### src/rtl/core/lnaf_pkg.sv
// ----------------------------------------------------------------------------
// lnaf_pkg
// Shared constants and types of the LMS/NLMS adaptive filter.
// ----------------------------------------------------------------------------
package lnaf_pkg;

    localparam int TAPS   = 64;
    localparam int ADDR_W = $clog2(TAPS);
    localparam int ACC_W  = 48 + ADDR_W;
    localparam int PWR_W  = 31 + ADDR_W;
    localparam int DVD_W  = 46;
    localparam int CNT_W  = $clog2(DVD_W + 1);
    localparam int PADDR_W = 3;

    localparam logic REG_STEP = 1'b0;
    localparam logic REG_MODE = 1'b1;

    localparam logic [15:0] STEP_RESET = 16'd655;

    typedef struct packed {
        logic [15:0] step_size;
        logic        normalize_mode;
    } cfg_t;

    typedef struct packed {
        logic             start;
        logic [DVD_W-1:0] dividend;
        logic [PWR_W-1:0] divisor;
    } div_req_t;

    typedef struct packed {
        logic             done;
        logic [DVD_W-1:0] quotient;
    } div_rsp_t;

endpackage

### src/rtl/core/lnaf_regs.sv
// ----------------------------------------------------------------------------
// lnaf_regs
// APB register file holding the step size and the normalization mode.
// ----------------------------------------------------------------------------
module lnaf_regs (
    input  logic                         clk,
    input  logic                         rst_n,
    input  logic                         psel,
    input  logic                         penable,
    input  logic                         pwrite,
    input  logic [lnaf_pkg::PADDR_W-1:0] paddr,
    input  logic [31:0]                  pwdata,
    output logic [31:0]                  prdata,
    output logic                         pready,
    output lnaf_pkg::cfg_t               cfg
);
    import lnaf_pkg::*;

    logic [15:0] step_reg;
    logic        mode_reg;
    logic        wr_en;

    assign pready = 1'b1;
    assign wr_en  = psel && penable && pwrite && pready;

    always_ff @(posedge clk or negedge rst_n)
    begin
        if (!rst_n)
        begin
            step_reg <= STEP_RESET;
            mode_reg <= 1'b0;
        end
        else if (wr_en)
        begin
            unique case (paddr[2])
                REG_STEP: step_reg <= pwdata[15:0];
                REG_MODE: mode_reg <= pwdata[0];
            endcase
        end
    end

    always_comb
    begin
        unique case (paddr[2])
            REG_STEP: prdata = {16'd0, step_reg};
            REG_MODE: prdata = {31'd0, mode_reg};
        endcase
    end

    assign cfg.step_size      = step_reg;
    assign cfg.normalize_mode = mode_reg;

endmodule

### config.mk
export PLATFORM = sky130hd
export DESIGN_NAME = lnaf_regs
export DESIGN_NICKNAME = d
export VERILOG_FILES = /design/src/rtl/core/lnaf_pkg.sv /design/src/rtl/core/lnaf_regs.sv
export SDC_FILE = /design/constraint.sdc
export NUM_CORES = 1
export LEC_CHECK = 0
export BUFFER_PORTS_ARGS = -buffer_cell sky130_fd_sc_hd__buf_2
export CAP_MARGIN = 20
export CORE_ASPECT_RATIO = 1.25
export CORE_UTILIZATION = 35
export DETAILED_ROUTE_END_ITERATION = 7
export PLACE_DENSITY = 0.86
export SYNTH_ARGS = -nofsm -noshare
export SYNTH_HDL_FRONTEND = slang
export SYNTH_SLANG_ARGS = --single-unit
### constraint.sdc
create_clock -name clk -period 0.9 [get_ports clk]
set_input_delay 0.18 -clock clk [delete_from_list [all_inputs] [get_ports clk]]
set_output_delay 0.18 -clock clk [all_outputs]
set_load 0.05 [all_outputs]
Word level (Yosys, flattened, before mapping):

Cells that the tools add are included.

* muxes and demuxes: 1
* bitwise logic cells: 1
* reduce and logical (&&, ||, !) cells: 4

Operator list (count)
* $pmux W32 S2: 1
* $reduce_and A2 Y1: 2
* $logic_and A1 B1 Y1: 2
* $not A1 Y1: 1

* register bits: 17
* bits of input ports: 40
* output and inout bits: 50
* word-level logic and storage cells: 8

Logic depth before layout (Yosys ltp):

* word-level depth: 3
* gate-level depth with buffers: 3
* gate-level depth less buffers: 2

Least setup slack after synthesis:

No wires, ideal clock.

* kind: reg-to-output
* from: register step_reg[7]
* to: output port prdata[7]
* data arrival time: 1.445 ns
* required time: 0.720 ns
* setup slack: -0.725 ns
* stages on the path, launching flop included: 2
* path buffers: 0
* cells stage by stage: dfstp_2 -> nor2b_1

* longest elaborated chain between the ends: 1

RTL lines
* start: declaration: RTL line lnaf_regs.sv:19 `logic [15:0] step_reg;`
* start signal: assignment: RTL line lnaf_regs.sv:36 `REG_STEP: step_reg <= pwdata[15:0];`
* $pmux W32 S2: RTL line lnaf_regs.sv:44 `unique case (paddr[2])`
* end: declaration: RTL line lnaf_regs.sv:13 `output logic [31:0] prdata,`

Every way passes these cells. The select of a mux whose other input is x is not followed.

Worst setup path after layout:

Same ends and word-level chain as after synthesis.

==> insert_results.sql <==
INSERT INTO impl_metrics (metric_group, metric, value, unit) VALUES
('outcome', 'outcome', 'finished, violations left', ''),
('outcome', 'violations', 'negative setup slack', ''),
('clock_network', 'cts_tree', 'yes', ''),
('run', 'maxCapViolCount', '0', ''),
('timing', 'hold_worst_slack', '97.63', 'ps'),
('power_and_ir_drop', 'sw_frac_of_total', '0.4442', ''),
('setup_path', 'worstRegToRegCells', '3', ''),
('timing', 'final-hold-violation-count', '0', ''),
('setup_path', 'startpoint_type', 'flop', ''),
('clock_network', 'cts_max_path_buffers', '2', ''),
('power_and_ir_drop', 'power.share.sequential', '0.261', ''),
('power_and_ir_drop', 'total_leakage_power', '0.9627', 'nW'),
('die', 'ios', '90', ''),
('setup_path', 'critPathKind', 'reg -> out', ''),
('yosys', 'synth-seq-area-share', '0.4505', ''),
('detailed_routing', 'drc', '0', ''),
('timing', 'max_freq', '725.7', 'MHz'),
('die', 'floorplan.initialDensity', '0.3802', ''),
('power_and_ir_drop', 'pwr-share-comb', '0.644', ''),
('timing', 'timing.setup.tns', '-10570', 'ps'),
('finish', 'antennaDiodeCount', '0', ''),
('power_and_ir_drop', 'p_switching', '2.011', 'mW'),
('timing', 'postLayoutSetupSlackWorst', '-477.9', 'ps'),
('power_and_ir_drop', 'design_power_total', '4.527', 'mW'),
('yosys', 'synthDistinctLibCells', '12', ''),
('power_and_ir_drop', 'vdd_ir_drop_max', '1.560', 'mV'),
('finish', 'nets', '190', ''),
('placement', 'hpwl', '1673', 'um'),
('yosys', 'ys_seq_elements', '17', ''),
('setup_path', 'capturing_instance_or_port_of_the_critical_path', 'prdata[7]', ''),
('timing', 'setup_viol', '42', ''),
('yosys', 'synth_area_per_cell', '12.99', 'um2'),
('timing', 'final_max_slew_viol_count', '0', ''),
('setup_path', 'worst_ep_arrival_time', '1200', 'ps'),
('setup_path', 'setup.reg_to_reg.worst_slack', '-120', 'ps'),
('global_routing', 'global_route.usage.total', '0.1972', ''),
('finish', 'area_growth_syn_to_layout', '92.19', '%'),
('clock_network', 'worst_skew_pair.late_latency', '300', 'ps'),
('setup_path', 'setup.worst_path.start', 'step_reg[7]', ''),
('detailed_routing', 'postRouteAntennaNets', '0', ''),
('clock_network', 'clk_pin_slew_worst_paths', '110', 'ps'),
('setup_path', 'timing.rr.end', 'step_reg[10]', ''),
('finish', 'layout-drive-gt1-share', '0.8658', ''),
('detailed_routing', 'routed_via_density', '4.462', ''),
('setup_path', 'critical_path_required', '720', 'ps'),
('clock_network', 'cts_max_level', '1', ''),
('placement', 'place.gp.congestion', '0.6742', ''),
('detailed_routing', 'wirelength', '3112', 'um'),
('finish', 'fin_cells', '182', ''),
('clock_network', 'numCtsBuffers', '3', ''),
('die', 'die_w', '48.87', 'um'),
('setup_path', 'timing.rr.start', 'step_reg[10]', ''),
('die', 'floorplan.core_area', '2527', 'um2'),
('placement', 'post_dp_cell_area', '1368', 'um2'),
('placement', 'port-buffer-count', '54', ''),
('detailed_routing', 'dr.first_iter.drc_count', '4', ''),
('finish', 'largest_register_ffs', '16', ''),
('detailed_routing', 'via_count', '812', ''),
('finish', 'nFillCells', '157', ''),
('power_and_ir_drop', 'cell_internal_pwr', '2.516', 'mW'),
('yosys', 'synth_warnings', '0', ''),
('power_and_ir_drop', 'power.clock.fraction', '0.094', ''),
('finish', 'stdcell_area', '1847', 'um2'),
('finish', 'mostFrequentLayoutCells', 'sky130_fd_sc_hd__buf_6 (33), sky130_fd_sc_hd__buf_2 (20), sky130_fd_sc_hd__mux2_4 (17), sky130_fd_sc_hd__conb_1 (17), sky130_fd_sc_hd__buf_8 (15)', ''),
('timing', 'timing.final.crit_share', '1.531', ''),
('finish', 'multi_input_comb_area', '548.0', 'um2'),
('global_routing', 'first_global_vias', '829', ''),
('global_routing', 'antenna_violations_before_repair', '0', ''),
('timing', 'rsz0062_at_grt', 'true', ''),
('finish', 'layout.area.seq', '445.4', 'um2'),
('placement', 'detailedPlace.worstSlack', '-350.1', 'ps');
-- routing by layer --
metal	vias to the layer above	routed length, um	global-route usage
li1	356	-	-
met1	398	999	0.1828
met2	52	1911	0.4187
met3	6	136	0.01754
met4	0	65	0.1176
met5	-	0	0
-- worst max-delay path, stage by stage, from the launching register on --
cell                      delay, ps
sky130_fd_sc_hd__dfstp_2        580
sky130_fd_sc_hd__nor2b_4        160
sky130_fd_sc_hd__buf_8          150
-- logic make-up (layout without fill, tap and decap cells) --
group,Yosys count,after routing,synth area share
and+or+nand+nor,17,17,0.1354
muxes,18,18,0.2500
DFF,17,17,0.4505
buffers and inverters,20,80,0.1562
other,2,17,0.007815
-- power by group through the flow --
| stage | Clock (mW) | Sequential [mW] | Combinational [mW] |
|---|---|---|---|
| 6_report | 0.427 | 1.18 | 2.92 |
| 5_1_grt | 0.462 | 1.20 | 3.00 |
| 4_1_cts | 0.436 | 1.17 | 2.61 |
| 3_5_place_dp | 0 | 1.15 | 2.03 |
| 3_3_place_gp | 0 | 1.13 | 2.00 |
| 2_1_floorplan | 0 | 1.71 | 1.11 |
-- what timing repair did --
action	4_1_cts	5_1_grt
hold endpoints to repair	11	0
pin swaps	0	0
buffers inserted	7	9
hold buffers	1	0
setup endpoints to repair	41	37
resized for setup	79	18
-- worst min path at each step --
stage | from | endpoint | slack, ps | cells past startpoint
2_1_floorplan | rst_n | mode_reg | -120 | 0
3_3_place_gp | rst_n | mode_reg | 100 | 1
3_5_place_dp | rst_n | mode_reg | 130 | 1
4_1_cts | pwdata[6] | step_reg[6] | 100 | 2
5_1_grt | pwdata[7] | step_reg[7] | 90 | 2
6_report | pwdata[5] | step_reg[5] | 100 | 2
-- synthesized netlist by cell type, drive strengths merged --
| library cell | number | area, um2 |
|---|---|---|
| buf | 19 | 146.4 |
| conb | 2 | 7.510 |
| mux2 | 18 | 240.2 |
| dfstp | 6 | 157.7 |
| and2b | 5 | 37.54 |
| nor2b | 10 | 62.56 |
| nand4 | 1 | 6.260 |
| dfrtp | 11 | 275.3 |
| nand4b | 1 | 23.77 |
| clkbuf | 1 | 3.750 |
-- layout make-up --
class                           instances  area share
Clock buffer                            3     0.01220
Clock inverter                          1    0.002710
Multi-Input combinational cell         52      0.2967
Sequential cell                        17      0.2412
Tap cell                               33     0.02236
Timing Repair Buffer                   76      0.4248
Note: power is estimated with default switching activity, not from simulation.
