==> src/rtl/core/lnaf_pkg.sv <==
// ----------------------------------------------------------------------------
// lnaf_pkg
// Shared constants and types of the LMS/NLMS adaptive filter.
// ----------------------------------------------------------------------------
package lnaf_pkg;

    localparam int TAPS   = 64;
    localparam int ADDR_W = $clog2(TAPS);
    localparam int ACC_W  = 48 + ADDR_W;
    localparam int PWR_W  = 31 + ADDR_W;
    localparam int DVD_W  = 46;
    localparam int CNT_W  = $clog2(DVD_W + 1);
    localparam int PADDR_W = 3;

    localparam logic REG_STEP = 1'b0;
    localparam logic REG_MODE = 1'b1;

    localparam logic [15:0] STEP_RESET = 16'd655;

    typedef struct packed {
        logic [15:0] step_size;
        logic        normalize_mode;
    } cfg_t;

    typedef struct packed {
        logic             start;
        logic [DVD_W-1:0] dividend;
        logic [PWR_W-1:0] divisor;
    } div_req_t;

    typedef struct packed {
        logic             done;
        logic [DVD_W-1:0] quotient;
    } div_rsp_t;

endpackage

==> src/rtl/core/lnaf_div.sv <==
// ----------------------------------------------------------------------------
// lnaf_div
// Restoring radix-2 divider, one quotient bit per cycle.
// ----------------------------------------------------------------------------
module lnaf_div (
    input  logic                 clk,
    input  logic                 rst_n,
    input  lnaf_pkg::div_req_t   req,
    output lnaf_pkg::div_rsp_t   rsp
);
    import lnaf_pkg::*;

    logic             busy_reg;
    logic             done_reg;
    logic [CNT_W-1:0] cnt_reg;
    logic [PWR_W-1:0] rem_reg;
    logic [DVD_W-1:0] q_reg;
    logic [PWR_W-1:0] dvs_reg;
    logic [PWR_W:0]   trial;
    logic             fits;

    assign trial = {rem_reg, q_reg[DVD_W-1]};
    assign fits  = trial >= {1'b0, dvs_reg};

    always_ff @(posedge clk or negedge rst_n)
    begin
        if (!rst_n)
        begin
            busy_reg <= 1'b0;
            done_reg <= 1'b0;
            cnt_reg  <= '0;
        end
        else
        begin
            done_reg <= 1'b0;
            if (req.start)
            begin
                busy_reg <= 1'b1;
                cnt_reg  <= '0;
            end
            else if (busy_reg)
            begin
                cnt_reg <= cnt_reg + 1'b1;
                if (cnt_reg == CNT_W'(DVD_W - 1))
                begin
                    busy_reg <= 1'b0;
                    done_reg <= 1'b1;
                end
            end
        end
    end

    always_ff @(posedge clk)
    begin
        if (req.start)
        begin
            rem_reg <= '0;
            q_reg   <= req.dividend;
            dvs_reg <= req.divisor;
        end
        else if (busy_reg)
        begin
            if (fits)
            begin
                rem_reg <= PWR_W'(trial - {1'b0, dvs_reg});
            end
            else
            begin
                rem_reg <= trial[PWR_W-1:0];
            end
            q_reg <= {q_reg[DVD_W-2:0], fits};
        end
    end

    assign rsp.done     = done_reg;
    assign rsp.quotient = q_reg;

endmodule

==> config.mk <==
export PLATFORM = sky130hd
export DESIGN_NAME = lnaf_div
export DESIGN_NICKNAME = d
export VERILOG_FILES = /design/src/rtl/core/lnaf_pkg.sv /design/src/rtl/core/lnaf_div.sv
export SDC_FILE = /design/constraint.sdc
export NUM_CORES = 1
export LEC_CHECK = 0
export BUFFER_PORTS_ARGS = -buffer_cell sky130_fd_sc_hd__clkbuf_2
export CORE_ASPECT_RATIO = 1.4
export CORE_MARGIN = 2
export CORE_UTILIZATION = 50
export CTS_BUF_LIST = sky130_fd_sc_hd__clkbuf_8
export CTS_CLUSTER_DIAMETER = 150
export CTS_CLUSTER_SIZE = 20
export DETAILED_ROUTE_END_ITERATION = 16
export GPL_ROUTABILITY_DRIVEN = 0
export PLACE_DENSITY = 0.73
export SYNTH_ARGS = -nofsm -noshare
export SYNTH_HDL_FRONTEND = slang
export SYNTH_SLANG_ARGS = --single-unit
==> constraint.sdc <==
create_clock -name clk -period 5.8 [get_ports clk]
set_clock_uncertainty 0.05 [all_clocks]
set_input_delay 0.29 -clock clk [delete_from_list [all_inputs] [get_ports clk]]
set_output_delay 0.29 -clock clk [all_outputs]
set_load 0.02 [all_outputs]
## Word level (Yosys, flattened, before mapping)

Cells that the tools add are included.

| operators by class | value |
|---|---|
| $add $sub $neg | 2 |
| $mul | 0 |
| divide/modulo/power cells | 0 |
| $lt $le $gt $ge | 1 |
| equality and inequality tests | 1 |
| shift operators | 0 |
| mux-type cells | 11 |
| bitwise gates (word level) | 0 |
| reduce and logical (&&, ||, !) cells | 1 |

Operator list:

| operator | count |
|---|---|
| $mux W46 | 2 |
| $ge A38 B37 Y1 | 1 |
| $mux W37 | 1 |
| $sub A37 B37 Y37 | 1 |
| $mux W6 | 2 |
| $add A6 B1 Y6 const B | 1 |
| $eq A6 B6 Y1 const B | 1 |
| $mux W1 | 6 |
| $reduce_bool A2 Y1 | 1 |

| storage, ports and cells | value |
|---|---|
| flip-flop bits (word level) | 128 |
| latch bits | 0 |
| memory bits (writable) | 0 |
| memory bits (read-only) | 0 |
| bits of input ports | 86 |
| output and inout bits | 47 |
| logic and storage cells | 22 |
| memories | 0 |

## Depth between registers and ports, before layout

| logic depth | value |
|---|---|
| depth in word-level cells | 4 |
| depth in mapped cells | 14 |
| depth with buffers taken out | 13 |

## Worst setup path before layout

OpenSTA, ideal clock, no wires.

| path | value |
|---|---|
| kind | flip-flop to flip-flop |
| start point | reg q_reg[45] |
| end point | reg rem_reg[34] |
| data arrival time | 3.035 ns |
| path slack | 2.627 ns |
| stages on the path, launching flop included | 14 |
| buffers on the path | 0 |
| cells stage by stage | edfxtp_1 > inv_1 > ha_1 > inv_1 > fa_1 > a21oi_1 > o211ai_1 > a21oi_2 > a31o_1 > a2111o_1 > a211oi_2 > nor2_2 > or3b_1 > a311oi_2 |

| between the ends | value |
|---|---|
| longest elaborated chain between the ends | 2 |
| elaborated cells on any way between the ends | 3 |
| classes of those cells | 1 x add/sub; 1 x order compare; 1 x mux |

Ends and longest elaborated chain:

| element | line | text |
|---|---|---|
| start, declared | lnaf_div.sv:17 | `logic [DVD_W-1:0] q_reg;` |
| start signal, assigned | lnaf_div.sv:58 | `q_reg <= req.dividend;` |
| start signal, assigned | lnaf_div.sv:71 | `q_reg <= {q_reg[DVD_W-2:0], fits};` |
| $sub A37 B37 Y37 / $ge A38 B37 Y1 (equally long branches) | lnaf_div.sv:65, lnaf_div.sv:23 |  |
| $mux W37 (*) | lnaf_div.sv:63 | `if (fits)` |
| end signal, assigned | lnaf_div.sv:65 | `rem_reg <= PWR_W'(trial - {1'b0, dvs_reg});` |
| end signal, assigned | lnaf_div.sv:69 | `rem_reg <= trial[PWR_W-1:0];` |
| end, declared | lnaf_div.sv:16 | `logic [PWR_W-1:0] rem_reg;` |

Mark *: on every way between the ends. The rest lies on a longest branch, timed or not.
A chain may end at the register's enable or synchronous reset.

## Worst setup path after layout

Ends and elaborated chain as after synthesis.

==> impl_metrics.env <==
export IMPL_ys_seq_area_share_pct=48.2
export IMPL_portBuffers=132
export IMPL_vias=5892
export IMPL_cp_required_ns=6.11
export IMPL_placeableCoreArea_mm2=0.0139
export IMPL_track_usage_pct=23.1
export IMPL_drv_slew=0
export IMPL_die_w_um=105
export IMPL_largest_register_ff_count=46
export IMPL_wl_per_cell_um=16.4
export IMPL_power_density_mw_per_mm2=414
export IMPL_period_needed_ns=3.89
export IMPL_die_area_mm2=0.0152
export IMPL_clockBufferDepth=2
export IMPL_power_mw=3.59
export IMPL_synth_cell_types=63
export IMPL_row_count=51
export IMPL_post_route_period_util_pct=67.0
export IMPL_syn_area_mm2=0.00712
export IMPL_clk_pin_slew_ns=0.08
export IMPL_yosysTopAreaCell="edfxtp_1"
export IMPL_max_stage_delay_ns=0.96
export IMPL_cts_tree="yes"
export IMPL_crit_chain="inv_1 > ha_1 > inv_1 > fa_1 > a21oi_1 > o211ai_1 > a21oi_2 > a31o_1 > a2111o_1 > a211oi_2 > nor2_2 > nand2_1 > a311oi_2"
export IMPL_antenna_cells=0
export IMPL_yosys_area_top_type_share_pct=35.0
export IMPL_syn_num_nets=813
export IMPL_grt_setup_unrepaired="no"
export IMPL_crit_path_frequent_cell="inv_1"
export IMPL_synth_edf_count=83
export IMPL_vias_per_cell=5.64
export IMPL_finalSetupViolations=0
export IMPL_cap_violations=0
export IMPL_synth_warnings=0
export IMPL_power_leakage_nw=3.77
export IMPL_dieHeight_um=145
export IMPL_slew_headroom_pct=16.3
export IMPL_outcome="finished clean"
export IMPL_io_pins=133
export IMPL_ir_worst_vdd_uv=205
export IMPL_drive_above_1_share_pct=25.2
export IMPL_grt_max_degree=75
export IMPL_critPathMaxFanout=27
export IMPL_start_util_pct=51.2
export IMPL_slowest_stage="nor2_2"
export IMPL_synth_area_per_cell_um2=10.4
export IMPL_ys_ff_latch=128
export IMPL_hold_path_class="primary input to flip-flop"
export IMPL_drt_iter0_markers=308
export IMPL_htree_levels=4
export IMPL_postRouteAntennaNets=0
export IMPL_fin_setup_tns_ns=0
export IMPL_ys_flop_type="edfxtp_1"
export IMPL_overflow=0
export IMPL_worstPathArrival_ns=4.20
export IMPL_routed_wl_um=17100
export IMPL_synthToLayoutAreaGrowth_pct=22.0
export IMPL_cts_resized=0
export IMPL_max_slew_worst_pin_slew_ns=1.25
export IMPL_cts_hold_buf=38
export IMPL_antenna_found_initial=0
export IMPL_hold_viol=0
export IMPL_fin_util_pct=62.4
export IMPL_cts_sinks=128
export IMPL_synthArstFlopShare_pct=6.25
export IMPL_end_kind="flip-flop"
export IMPL_clk_latency_ns=0.46
export IMPL_grt_pass1_vias=6064
export IMPL_fmax_ghz=0.257
export IMPL_cts_buffers=17
export IMPL_synthTopCellsByArea="edfxtp_1 35%, dfxtp_1 10%, mux2_2 7.3%"
export IMPL_root_buffer="clkbuf_8"
export IMPL_post_cts_setup_buffers=0
export IMPL_place_detailed_hpwl_um=12100
export IMPL_netlist_instances=687
export IMPL_drc_errors=0
export IMPL_nets=973
export IMPL_firstDrtPassIters=6
export IMPL_critPathKind="flip-flop to flip-flop"
export IMPL_cp_start_kind="flip-flop"
export IMPL_grt_pass1_wl_um=28500
-- worst max-delay path, delay by kind of cell (launching register included) --
family	cells	cell delay [ns]
buffers and inverters	2	0.13
AO/OA/AOI/OAI	7	1.49
AND/OR/NAND/NOR	2	1.14
adder cells (fa/ha/maj)	2	0.55
flip-flops	1	0.42
-- cell families (layout without fill, tap and decap cells) --
group,after synthesis,after routing,share of synthesized area [%]
AO/OA/AOI/OAI,175,175,16.4
AND/OR/NAND/NOR,173,173,10.9
flip-flops,128,128,48.2
buffers and inverters,81,254,4.55
multiplexers,54,54,8.40
adder cells (fa/ha/maj),40,40,7.14
XOR/XNOR,36,36,4.43
-- Yosys cell counts (11+ instances only) --
master,count
a21o_1,15
dfxtp_1,37
clkbuf_1,23
nand4_1,11
edfxtp_1,83
nor2_1,44
a311oi_1,19
o21ai_1,12
inv_1,48
o21ai_0,26
xor2_1,12
xnor2_1,24
a21oi_1,47
nand2_1,82
mux2_2,46
ha_1,39
-- where the power goes --
group | switching [mW] | leakage, nW | internal, mW | total (mW)
logic | 0.879 | 2.31 | 0.630 | 1.51
registers | 0.135 | 1.26 | 1.15 | 1.29
clock network | 0.375 | 0.202 | 0.421 | 0.796
total | 1.39 | 3.77 | 2.20 | 3.59
-- through the flow --
stage	hold slack (ns)	instance area, um2	instances	setup slack (ns)
2_1_floorplan	-0.0556	7120	687	2.63
3_3_place_gp	0.0916	7900	975	2.14
3_5_place_dp	0.101	7900	975	1.96
4_1_cts	0.0648	8690	1045	1.94
5_1_grt	0.0632	8690	1045	1.62
6_report	0.0804	8690	1045	1.91
-- area by class of cell --
type / count / area, um2
clock inverter: 15 / 171
multi-input combinational: 478 / 3360
timing repair buffer: 174 / 1070
sequential: 128 / 3430
fill: 1193 / 5230
clock buffer: 17 / 234
tap: 185 / 231
inverter: 48 / 180
-- path summary, 6_finish.rpt --
| kind | start | end | slack [ns] | cells past startpoint |
|---|---|---|---|---|
| min in group asynchronous | rst_n | cnt_reg[3] | 0.15 | 2 |
| max in group asynchronous | rst_n | cnt_reg[2] | 5.35 | 2 |
| worst min-delay path | req[53] | q_reg[16] | 0.08 | 2 |
| worst max-delay path | q_reg[45] | rem_reg[34] | 1.91 | 13 |
| worst max register to register | q_reg[45] | rem_reg[34] | 1.91 | 13 |
| worst min register to register | rem_reg[16] | rem_reg[16] | 0.42 | 2 |
-- per-layer routing --
layer	GRT usage (%)	share of wire (%)	up-vias
li1	-	-	2836
met2	39.7	50	227
met5	0	0	-
met3	6.96	7.2	47
met1	26.4	40	2782
met4	10.3	3.1	0
-- cells in the final DEF, fill, tap and decap left out, drive strengths merged, types with 8 or more instances in the layout --
| cell | synthesis | routed |
|---|---|---|
| clkbuf | 23 | 148 |
| edfxtp | 83 | 83 |
| nand4 | 11 | 11 |
| a21oi | 48 | 48 |
| dfxtp | 37 | 37 |
| ha | 39 | 39 |
| a211oi | 8 | 8 |
| mux2 | 46 | 46 |
| dfrtp | 8 | 8 |
| xor2 | 12 | 12 |
| xnor2 | 24 | 24 |
| nand2 | 83 | 83 |
| o211ai | 9 | 9 |
| a21o | 15 | 15 |
| inv | 48 | 52 |
| mux2i | 8 | 8 |
| o21ai | 38 | 38 |
| dlygate4sd3 | 0 | 38 |
| nor2 | 45 | 45 |
| a311oi | 20 | 20 |
Note: power is estimated with default switching activity, not from simulation.
